### src/rtl/gaar_pkg.sv
package gaar_pkg;

  // parameter defaults
  localparam int SAMPLE_WIDTH_DEF = 16;
  localparam int COEFF_FRACTION_BITS_DEF = 15;

  // fixed result width
  localparam int OUT_W = 16;

  // status codes of a result item
  localparam logic [1:0] STAT_SAMPLE  = 2'd0;
  localparam logic [1:0] STAT_REF_OK  = 2'd1;
  localparam logic [1:0] STAT_REF_REJ = 2'd2;

  // ratio jobs of a calibration, in the order they are run
  localparam int JOB_W = 3;
  localparam logic [JOB_W-1:0] JOB_CY = 3'd0;  // x^2 / r^2
  localparam logic [JOB_W-1:0] JOB_SY = 3'd1;  // y^2 / r^2
  localparam logic [JOB_W-1:0] JOB_CP = 3'd2;  // z^2 / g^2
  localparam logic [JOB_W-1:0] JOB_SP = 3'd3;  // r^2 / g^2
  localparam logic [JOB_W-1:0] JOB_XG = 3'd4;  // x^2 / g^2
  localparam logic [JOB_W-1:0] JOB_YG = 3'd5;  // y^2 / g^2
  localparam int NUM_JOBS = 6;

  // commands from the controller to the datapath
  typedef struct packed {
    logic             load_in;
    logic             mac_en;
    logic             mac_first;
    logic [1:0]       col;
    logic             sq_en;
    logic             sum_en;
    logic             div_init;
    logic             div_step;
    logic             div_first;
    logic             sqrt_step;
    logic             ratio_wr;
    logic [JOB_W-1:0] job;
    logic             prod_en;
    logic             coef_wr;
    logic             out_load;
    logic [1:0]       out_code;
  } cmd_t;

  // status from the datapath to the controller
  typedef struct packed {
    logic is_sample;
    logic xy_zero;
    logic out_busy;
  } stat_t;

endpackage

### src/rtl/gaar_ctrl.sv
module gaar_ctrl #(
  parameter int COEFF_FRACTION_BITS = gaar_pkg::COEFF_FRACTION_BITS_DEF
) (
  input  logic             clk,
  input  logic             rst_n,
  input  logic             in_valid,
  output logic             in_stall,
  input  gaar_pkg::stat_t  stat,
  output gaar_pkg::cmd_t   cmd
);

  localparam int F  = COEFF_FRACTION_BITS;
  localparam int CW = $clog2(2 * F + 1);

  localparam logic [3:0] S_IDLE = 4'd0;
  localparam logic [3:0] S_DISP = 4'd1;
  localparam logic [3:0] S_MAC  = 4'd2;
  localparam logic [3:0] S_ROUT = 4'd3;
  localparam logic [3:0] S_SQ   = 4'd4;
  localparam logic [3:0] S_SUM  = 4'd5;
  localparam logic [3:0] S_DIVI = 4'd6;
  localparam logic [3:0] S_DIV  = 4'd7;
  localparam logic [3:0] S_SQRT = 4'd8;
  localparam logic [3:0] S_RWR  = 4'd9;
  localparam logic [3:0] S_PROD = 4'd10;
  localparam logic [3:0] S_CWR  = 4'd11;

  logic [3:0]                 state_r, state_nxt;
  logic [CW-1:0]              cnt_r, cnt_nxt;
  logic [gaar_pkg::JOB_W-1:0] job_r, job_nxt;

  // state, step counter and job counter
  always_ff @(posedge clk) begin
    if (!rst_n) begin
      state_r <= S_IDLE;
      cnt_r   <= '0;
      job_r   <= '0;
    end else begin
      state_r <= state_nxt;
      cnt_r   <= cnt_nxt;
      job_r   <= job_nxt;
    end
  end

  assign in_stall = (state_r != S_IDLE) || stat.out_busy;

  // next state and commands
  always_comb begin
    state_nxt = state_r;
    cnt_nxt   = cnt_r;
    job_nxt   = job_r;
    cmd       = '0;
    cmd.col   = cnt_r[1:0];
    cmd.job   = job_r;
    case (state_r)
      S_IDLE: begin
        if (in_valid && !stat.out_busy) begin
          cmd.load_in = 1'b1;
          state_nxt   = S_DISP;
        end
      end
      S_DISP: begin
        cnt_nxt = '0;
        job_nxt = gaar_pkg::JOB_CY;
        if (stat.is_sample) begin
          state_nxt = S_MAC;
        end else if (stat.xy_zero) begin
          cmd.out_load = 1'b1;
          cmd.out_code = gaar_pkg::STAT_REF_REJ;
          state_nxt    = S_IDLE;
        end else begin
          state_nxt = S_SQ;
        end
      end
      S_MAC: begin
        cmd.mac_en    = 1'b1;
        cmd.mac_first = (cnt_r == '0);
        cnt_nxt       = cnt_r + 1'b1;
        if (cnt_r == CW'(2)) begin
          state_nxt = S_ROUT;
        end
      end
      S_ROUT: begin
        cmd.out_load = 1'b1;
        cmd.out_code = gaar_pkg::STAT_SAMPLE;
        state_nxt    = S_IDLE;
      end
      S_SQ: begin
        cmd.sq_en = 1'b1;
        state_nxt = S_SUM;
      end
      S_SUM: begin
        cmd.sum_en = 1'b1;
        state_nxt  = S_DIVI;
      end
      S_DIVI: begin
        cmd.div_init = 1'b1;
        cnt_nxt      = '0;
        state_nxt    = S_DIV;
      end
      S_DIV: begin
        cmd.div_step  = 1'b1;
        cmd.div_first = (cnt_r == '0);
        cnt_nxt       = cnt_r + 1'b1;
        if (cnt_r == CW'(2 * F)) begin
          cnt_nxt   = '0;
          state_nxt = S_SQRT;
        end
      end
      S_SQRT: begin
        cmd.sqrt_step = 1'b1;
        cnt_nxt       = cnt_r + 1'b1;
        if (cnt_r == CW'(F)) begin
          state_nxt = S_RWR;
        end
      end
      S_RWR: begin
        cmd.ratio_wr = 1'b1;
        if (job_r == gaar_pkg::JOB_YG) begin
          state_nxt = S_PROD;
        end else begin
          job_nxt   = job_r + 1'b1;
          state_nxt = S_DIVI;
        end
      end
      S_PROD: begin
        cmd.prod_en = 1'b1;
        state_nxt   = S_CWR;
      end
      S_CWR: begin
        cmd.coef_wr  = 1'b1;
        cmd.out_load = 1'b1;
        cmd.out_code = gaar_pkg::STAT_REF_OK;
        state_nxt    = S_IDLE;
      end
      default: begin
        state_nxt = S_IDLE;
      end
    endcase
  end

endmodule

### src/rtl/gaar_datapath.sv
module gaar_datapath #(
  parameter int SAMPLE_WIDTH        = gaar_pkg::SAMPLE_WIDTH_DEF,
  parameter int COEFF_FRACTION_BITS = gaar_pkg::COEFF_FRACTION_BITS_DEF
) (
  input  logic                              clk,
  input  logic                              rst_n,
  input  gaar_pkg::cmd_t                    cmd,
  output gaar_pkg::stat_t                   stat,
  input  logic                              in_kind,
  input  logic signed [SAMPLE_WIDTH-1:0]    in_accel_x,
  input  logic signed [SAMPLE_WIDTH-1:0]    in_accel_y,
  input  logic signed [SAMPLE_WIDTH-1:0]    in_accel_z,
  output logic                              out_valid,
  input  logic                              out_stall,
  output logic signed [gaar_pkg::OUT_W-1:0] out_longitudinal,
  output logic signed [gaar_pkg::OUT_W-1:0] out_lateral,
  output logic signed [gaar_pkg::OUT_W-1:0] out_vertical,
  output logic [1:0]                        out_status
);

  localparam int SW = SAMPLE_WIDTH;
  localparam int F  = COEFF_FRACTION_BITS;
  localparam int MW = ((SW > F) ? SW : F) + 2;   // multiplier operand width
  localparam int AW = F + SW + 3;                 // row accumulator width
  localparam int DW = 2 * SW + 2;                 // divisor width (g^2)
  localparam int QW = 2 * F + 2;                  // quotient width, even
  localparam int OW = gaar_pkg::OUT_W;
  localparam logic [F:0] CMAX = {1'b0, {F{1'b1}}};

  // clamp a magnitude to the largest coefficient and apply the sign
  function automatic logic signed [F:0] mk_coef(input logic [F:0] m, input logic neg);
    logic [F:0] mc;
    mc = (m > CMAX) ? CMAX : m;
    return neg ? -$signed(mc) : $signed(mc);
  endfunction

  // magnitude of a sample
  function automatic logic [SW-1:0] mag(input logic signed [SW-1:0] v);
    return v[SW-1] ? SW'(-v) : SW'(v);
  endfunction

  logic                    kind_r;
  logic signed [SW-1:0]    smp_r [3];
  logic signed [F:0]       coef_r [3][3];
  logic signed [AW-1:0]    acc_r [3];
  logic [2*SW-1:0]         sq_r [3];
  logic [2*SW:0]           r2_r;
  logic [DW-1:0]           g2_r;
  logic [DW-1:0]           drem_r;
  logic [QW-1:0]           q_r;
  logic [F+1:0]            srem_r;
  logic [F:0]              root_r;
  logic [F:0]              ratio_r [gaar_pkg::NUM_JOBS];
  logic [F:0]              mr_r [2];
  logic                    out_valid_r;
  logic signed [OW-1:0]    lon_r, lat_r, ver_r;
  logic [1:0]              status_r;

  logic signed [MW-1:0]    ma [3];
  logic signed [MW-1:0]    mb [3];
  logic signed [2*MW-1:0]  mp [3];
  logic signed [SW-1:0]    col_smp;
  logic [DW-1:0]           n2, d2;
  logic [DW:0]             dcand;
  logic                    dge;
  logic [F+3:0]            srem2, strial;
  logic                    sge;
  logic signed [OW-1:0]    rot [3];
  logic [2*F+1:0]          mrs [2];

  // status to the controller
  assign stat.is_sample = kind_r;
  assign stat.xy_zero   = (smp_r[0] == '0) && (smp_r[1] == '0);
  assign stat.out_busy  = out_valid_r && out_stall;

  // multiplier bank operand select
  always_comb begin
    case (cmd.col)
      2'd0:    col_smp = smp_r[0];
      2'd1:    col_smp = smp_r[1];
      default: col_smp = smp_r[2];
    endcase
    for (int i = 0; i < 3; i++) begin
      ma[i] = MW'(coef_r[i][cmd.col]);
      mb[i] = MW'(col_smp);
    end
    if (cmd.sq_en) begin
      for (int i = 0; i < 3; i++) begin
        ma[i] = $signed(MW'(mag(smp_r[i])));
        mb[i] = $signed(MW'(mag(smp_r[i])));
      end
    end else if (cmd.prod_en) begin
      ma[0] = $signed(MW'(ratio_r[gaar_pkg::JOB_CP]));
      mb[0] = $signed(MW'(ratio_r[gaar_pkg::JOB_CY]));
      ma[1] = $signed(MW'(ratio_r[gaar_pkg::JOB_CP]));
      mb[1] = $signed(MW'(ratio_r[gaar_pkg::JOB_SY]));
    end
    for (int i = 0; i < 3; i++) begin
      mp[i] = ma[i] * mb[i];
    end
    for (int k = 0; k < 2; k++) begin
      mrs[k] = mp[k][2*F+1:0] + (QW'(1) << (F - 1));
    end
  end

  // divider operand select
  always_comb begin
    case (cmd.job)
      gaar_pkg::JOB_CY, gaar_pkg::JOB_XG: n2 = DW'(sq_r[0]);
      gaar_pkg::JOB_SY, gaar_pkg::JOB_YG: n2 = DW'(sq_r[1]);
      gaar_pkg::JOB_CP:                   n2 = DW'(sq_r[2]);
      default:                            n2 = DW'(r2_r);
    endcase
    d2 = ((cmd.job == gaar_pkg::JOB_CY) || (cmd.job == gaar_pkg::JOB_SY)) ?
         DW'(r2_r) : g2_r;
    dcand  = cmd.div_first ? {1'b0, drem_r} : {drem_r, 1'b0};
    dge    = dcand >= {1'b0, d2};
    srem2  = {srem_r, q_r[QW-1:QW-2]};
    strial = {1'b0, root_r, 2'b01};
    sge    = srem2 >= strial;
  end

  // rounding and saturation of the three rows
  always_comb begin
    logic             neg;
    logic [AW-1:0]    m;
    logic [AW:0]      rq;
    for (int i = 0; i < 3; i++) begin
      neg = acc_r[i][AW-1];
      m   = neg ? AW'(-acc_r[i]) : AW'(acc_r[i]);
      rq  = ({1'b0, m} + ((AW + 1)'(1) << (F - 1))) >> F;
      if (neg) begin
        rot[i] = (rq > (AW + 1)'(32768)) ? {1'b1, {(OW - 1){1'b0}}} : -$signed(rq[OW-1:0]);
      end else begin
        rot[i] = (rq > (AW + 1)'(32767)) ? {1'b0, {(OW - 1){1'b1}}} : $signed(rq[OW-1:0]);
      end
    end
  end

  // input capture and arithmetic registers
  always_ff @(posedge clk) begin
    if (cmd.load_in) begin
      kind_r   <= in_kind;
      smp_r[0] <= in_accel_x;
      smp_r[1] <= in_accel_y;
      smp_r[2] <= in_accel_z;
    end
    if (cmd.mac_en) begin
      for (int i = 0; i < 3; i++) begin
        acc_r[i] <= (cmd.mac_first ? AW'(0) : acc_r[i]) + AW'(mp[i]);
      end
    end
    if (cmd.sq_en) begin
      for (int i = 0; i < 3; i++) begin
        sq_r[i] <= mp[i][2*SW-1:0];
      end
    end
    if (cmd.sum_en) begin
      r2_r <= {1'b0, sq_r[0]} + {1'b0, sq_r[1]};
      g2_r <= DW'(sq_r[0]) + DW'(sq_r[1]) + DW'(sq_r[2]);
    end
    if (cmd.div_init) begin
      drem_r <= n2;
      q_r    <= '0;
      srem_r <= '0;
      root_r <= '0;
    end
    if (cmd.div_step) begin
      drem_r <= dge ? DW'(dcand - {1'b0, d2}) : DW'(dcand);
      q_r    <= {q_r[QW-2:0], dge};
    end
    if (cmd.sqrt_step) begin
      srem_r <= sge ? (F + 2)'(srem2 - strial) : (F + 2)'(srem2);
      root_r <= {root_r[F-1:0], sge};
      q_r    <= {q_r[QW-3:0], 2'b00};
    end
    if (cmd.ratio_wr) begin
      ratio_r[cmd.job] <= root_r;
    end
    if (cmd.prod_en) begin
      for (int k = 0; k < 2; k++) begin
        mr_r[k] <= mrs[k][2*F:F];
      end
    end
  end

  // rotation matrix, zero after reset
  always_ff @(posedge clk) begin
    if (!rst_n) begin
      for (int i = 0; i < 3; i++) begin
        for (int j = 0; j < 3; j++) begin
          coef_r[i][j] <= '0;
        end
      end
    end else if (cmd.coef_wr) begin
      coef_r[0][0] <= mk_coef(mr_r[0], smp_r[2][SW-1] != smp_r[0][SW-1]);
      coef_r[0][1] <= mk_coef(mr_r[1], smp_r[2][SW-1] == smp_r[1][SW-1]);
      coef_r[0][2] <= mk_coef(ratio_r[gaar_pkg::JOB_SP], 1'b1);
      coef_r[1][0] <= mk_coef(ratio_r[gaar_pkg::JOB_SY], smp_r[1][SW-1]);
      coef_r[1][1] <= mk_coef(ratio_r[gaar_pkg::JOB_CY], smp_r[0][SW-1]);
      coef_r[1][2] <= '0;
      coef_r[2][0] <= mk_coef(ratio_r[gaar_pkg::JOB_XG], smp_r[0][SW-1]);
      coef_r[2][1] <= mk_coef(ratio_r[gaar_pkg::JOB_YG], !smp_r[1][SW-1]);
      coef_r[2][2] <= mk_coef(ratio_r[gaar_pkg::JOB_CP], smp_r[2][SW-1]);
    end
  end

  // result register
  always_ff @(posedge clk) begin
    if (!rst_n) begin
      out_valid_r <= 1'b0;
    end else if (cmd.out_load) begin
      out_valid_r <= 1'b1;
    end else if (!out_stall) begin
      out_valid_r <= 1'b0;
    end
  end

  always_ff @(posedge clk) begin
    if (cmd.out_load) begin
      status_r <= cmd.out_code;
      if (cmd.out_code == gaar_pkg::STAT_SAMPLE) begin
        lon_r <= rot[0];
        lat_r <= rot[1];
        ver_r <= rot[2];
      end else begin
        lon_r <= '0;
        lat_r <= '0;
        ver_r <= '0;
      end
    end
  end

  assign out_valid        = out_valid_r;
  assign out_longitudinal = lon_r;
  assign out_lateral      = lat_r;
  assign out_vertical     = ver_r;
  assign out_status       = status_r;

endmodule

### src/rtl/gravity_aligned_axis_rotation.sv
// channel   ports                                            direction
// in        in_valid, in_stall, in_kind, in_accel_x/y/z      item in
// out       out_valid, out_stall, out_longitudinal,
//           out_lateral, out_vertical, out_status            item out
//
// a sample item passes through accept, dispatch, three multiply-accumulate
// steps on three shared multipliers, then rounding into the output register.
// a reference item runs the bit-serial divider and square root once for each
// of six ratios.
// reset clears the rotation matrix to zero and empties the output register.
// a stalled result holds; no new item is taken until it is free or emptying.
module gravity_aligned_axis_rotation #(
  parameter int SAMPLE_WIDTH        = gaar_pkg::SAMPLE_WIDTH_DEF,
  parameter int COEFF_FRACTION_BITS = gaar_pkg::COEFF_FRACTION_BITS_DEF
) (
  input  logic                              clk,
  input  logic                              rst_n,
  input  logic                              in_valid,
  output logic                              in_stall,
  input  logic                              in_kind,
  input  logic signed [SAMPLE_WIDTH-1:0]    in_accel_x,
  input  logic signed [SAMPLE_WIDTH-1:0]    in_accel_y,
  input  logic signed [SAMPLE_WIDTH-1:0]    in_accel_z,
  output logic                              out_valid,
  input  logic                              out_stall,
  output logic signed [gaar_pkg::OUT_W-1:0] out_longitudinal,
  output logic signed [gaar_pkg::OUT_W-1:0] out_lateral,
  output logic signed [gaar_pkg::OUT_W-1:0] out_vertical,
  output logic [1:0]                        out_status
);

  gaar_pkg::cmd_t  cmd;
  gaar_pkg::stat_t stat;

  // sequencing
  gaar_ctrl #(
    .COEFF_FRACTION_BITS(COEFF_FRACTION_BITS)
  ) u_ctrl (
    .clk      (clk),
    .rst_n    (rst_n),
    .in_valid (in_valid),
    .in_stall (in_stall),
    .stat     (stat),
    .cmd      (cmd)
  );

  // arithmetic and storage
  gaar_datapath #(
    .SAMPLE_WIDTH        (SAMPLE_WIDTH),
    .COEFF_FRACTION_BITS (COEFF_FRACTION_BITS)
  ) u_datapath (
    .clk              (clk),
    .rst_n            (rst_n),
    .cmd              (cmd),
    .stat             (stat),
    .in_kind          (in_kind),
    .in_accel_x       (in_accel_x),
    .in_accel_y       (in_accel_y),
    .in_accel_z       (in_accel_z),
    .out_valid        (out_valid),
    .out_stall        (out_stall),
    .out_longitudinal (out_longitudinal),
    .out_lateral      (out_lateral),
    .out_vertical     (out_vertical),
    .out_status       (out_status)
  );

endmodule

### config.mk
export PLATFORM = sky130hd
export DESIGN_NAME = gravity_aligned_axis_rotation
export DESIGN_NICKNAME = d
export VERILOG_FILES = /design/src/rtl/gaar_pkg.sv /design/src/rtl/gaar_ctrl.sv /design/src/rtl/gaar_datapath.sv /design/src/rtl/gravity_aligned_axis_rotation.sv
export SDC_FILE = /design/constraint.sdc
export NUM_CORES = 2
export LEC_CHECK = 0
export BUFFER_PORTS_ARGS = -buffer_cell sky130_fd_sc_hd__buf_2
export CAP_MARGIN = 10
export CORE_ASPECT_RATIO = 1.75
export CORE_MARGIN = 8
export CORE_UTILIZATION = 45
export CTS_CLUSTER_SIZE = 30
export DETAILED_ROUTE_END_ITERATION = 16
export PLACE_DENSITY_LB_ADDON = 0.05
export SLEW_MARGIN = 40
export SYNTH_ARGS = -nofsm -noshare
export SYNTH_HDL_FRONTEND = slang
export SYNTH_SLANG_ARGS = --single-unit
### constraint.sdc
create_clock -name clk -period 16.3 [get_ports clk]
set_input_delay 0.815 -clock clk [delete_from_list [all_inputs] [get_ports clk]]
set_output_delay 0.815 -clock clk [all_outputs]
set_load 0.03 [all_outputs]
==> results.json <==
{
  "ys_types": 112,
  "drive_above_1_share": 0.0697,
  "clkSlewWorstSetupHoldPaths_ns": 0.07,
  "cp_slowest_cell": "inv_1",
  "wl_met2_um": 148000,
  "cp_max_fo": 23,
  "hold_path.class": "in -> reg",
  "min_period_ns": 12.97,
  "synth_xor_area_frac": 0.0558,
  "dieHeight_um": 584,
  "synth-compound-area-share": 0.124,
  "dr.pass1.iters": 7,
  "grt_max_degree": 101,
  "yosys-top-cells-area": "edfxtp_1, fa_1, ha_1",
  "synth_commonest_cells": "inv_1, nor2_1, fa_1",
  "synth-async-reset-ratio": 0,
  "yosysWarnings": 0,
  "synthDominantCellAreaShare": 0.259,
  "dr_wl_met3_um": 14600,
  "synth.avg_cell_area_um2": 9.26,
  "dieArea_mm2": 0.199,
  "syn_to_final_growth_pct": 7.75,
  "muxShareOfSynthArea": 0.0210,
  "synthMostInstantiatedCell": "inv_1",
  "setup_viol": 0,
  "final-hold-violation-count": 0,
  "cp-end-kind": "register",
  "ys_seq_area_frac": 0.263,
  "ys_ff_latch": 732,
  "grt_overflow": 0,
  "fin_worst_skew_ns": 0.0409,
  "syn_area_mm2": 0.0830,
  "synth_nets": 10500,
  "slew_viol_final": 0,
  "ant_nets": 0,
  "die_x_um": 341,
  "cts_buffers": 79,
  "routed_wl_um": 293000,
  "post_cts_buffers": 0,
  "cts.repair.resized": 0,
  "ys.flop_type": "edfxtp_1",
  "synthAdderAreaFrac": 0.301,
  "synth_top_family_by_area": "adder cells",
  "grt_antenna_before_repair": 4,
  "core_mm2": 0.183,
  "vias_per_cell": 5.75,
  "synth-edff-count": 717,
  "post_drt_wl_per_cell_um": 25.8,
  "nNetsFinal": 10400,
  "critPathArrivalTime_ns": 13.38,
  "drcViolationCount": 0,
  "slowest_delay_ns": 0.67,
  "track_usage": 0.290,
  "cts_sinks": 732,
  "via_count": 65500,
  "clk_latency_ns": 0.69,
  "dp_hpwl_um": 238000,
  "pin_count": 105,
  "max_freq_mhz": 77.1,
  "wl_met1_um": 106000,
  "clock_path_buffers": 3,
  "drtIter0Drc": 4702,
  "root_buffer": "clkbuf_16",
  "totalNegativeSetupSlack_ns": 0,
  "start_util": 0.452,
  "cts_tree": "built",
  "status": "completed",
  "rows": 208,
  "rsz0062_at_grt": "no",
  "synth-simple-area-share": 0.162,
  "cts-hold-fix-buffers": 0,
  "period_share": 0.796,
  "maxSlewHeadroom": 0.324,
  "gp_congestion": 0.987,
  "max_cap_viol_count": 0,
  "cp.required_ns": 16.71,
  "fin_util": 0.488,
  "synth_cells": 8961,
  "cts_htree_levels": 3,
  "io_buffers": 104,
  "yosys.area.top_type": "edfxtp_1",
  "routed.top_layer": "met5",
  "crit_type": "reg -> reg",
  "grt_pass1_vias": 68200,
  "startpoint_type": "register",
  "grt_pass1_wl_um": 434000,
  "worst_pin_slew_ns": 1.01
}
## registers in the layout, summed over array words and instances (netlist names)
signal,flops
u_ctrl.state_r,4
u_datapath.root_r,16
u_datapath.smp_r,48
u_datapath.q_r,32
u_datapath.srem_r,17
u_datapath.acc_r,102
u_datapath.out_lateral,16
u_datapath.r2_r,33
u_datapath.out_valid,1
u_datapath.sq_r,96
u_datapath.drem_r,34
u_datapath.ratio_r,96
u_ctrl.job_r,3
u_datapath.out_vertical,16
u_datapath.out_longitudinal,16
u_datapath.mr_r,32
u_datapath.kind_r,1
u_datapath.out_status,2
u_ctrl.cnt_r,5
u_datapath.g2_r,34
u_datapath.coef_r,128
## stage by stage
step | hold slack [ns] | cells | area [µm²] | setup slack [ns]
3_3_place_gp | 0.448 | 11200 | 86400 | 3.02
6_report | 0.305 | 11400 | 89400 | 3.33
4_1_cts | 0.260 | 11400 | 89400 | 3.46
3_5_place_dp | 0.457 | 11200 | 86700 | 3.50
2_1_floorplan | 0.435 | 8961 | 83000 | 4.12
5_1_grt | 0.278 | 11400 | 89400 | 2.61
## routing by layer
metal / track usage / up-vias
met5: 0 / -
met4: 0.199 / 4
met3: 0.0382 / 711
met2: 0.519 / 2113
met1: 0.317 / 32700
li1: - / 30000
## worst max-delay path: cells and delay by family (launching register included)
kind | cells | cell delay, ns
flip-flops | 1 | 0.33
adder cells (fa/ha/maj) | 10 | 4.78
AO/OA/AOI/OAI | 10 | 2.06
XOR/XNOR | 2 | 0.51
buffers and inverters | 9 | 2.30
AND/OR/NAND/NOR | 8 | 2.66
## path summary, 6_finish.rpt
kind / startpoint / slack (ns) / endpoint / depth (start not counted)
hold reg to reg: u_datapath.q_r[0] / 0.47 / u_datapath.q_r[0] / 2
hold / removal: in_accel_y[9] / 0.30 / u_datapath.smp_r[0][25] / 1
setup / recovery: u_ctrl.cnt_r[0] / 3.33 / u_datapath.acc_r[0][67] / 39
setup reg to reg: u_ctrl.cnt_r[0] / 3.33 / u_datapath.acc_r[0][67] / 39
## final cells by class
class                   instances  area, µm²
diodes                          5       12.5
clock buffers                  89       2050
clock inverters                54        661
fillers                     17700      94000
inverters                    1257       4730
multi-input cells            6602      55600
flip-flops and latches        732      21800
well taps                    2415       3020
repair buffers                231       1500
## cells in the final DEF (no fill, tap or decap), types with 58 or more instances in the layout
| cell type | instances |
|---|---|
| inv_1 | 1247 |
| clkbuf_16 | 80 |
| nor2b_1 | 65 |
| nor3_1 | 142 |
| ha_1 | 511 |
| mux2i_1 | 110 |
| xor2_1 | 181 |
| a21o_1 | 123 |
| a211oi_1 | 58 |
| and2_1 | 124 |
| nor2_1 | 1126 |
| o21ai_0 | 283 |
| nand2_1 | 789 |
| buf_4 | 122 |
| nand2b_1 | 85 |
| buf_2 | 104 |
| o21a_1 | 77 |
| a31oi_1 | 67 |
| xnor2_1 | 336 |
| and3_1 | 68 |
| edfxtp_1 | 717 |
| a21oi_1 | 431 |
| or3_1 | 58 |
| nand3_1 | 124 |
| fa_1 | 925 |
## logic make-up (layout without fill, tap and decap cells)
family          count (synthesis)  in the layout
other cells                     0              5
buf+inv                      1627           1631
simple gates                 2910           2910
xor+xnor                      529            529
fa+ha+maj                    1440           1440
flops                         732            732
mux                           167            167
compound gates               1556           1556
Power is not shown: default switching activity piles up to over one toggle a cycle in this logic, so the estimate is an artifact.
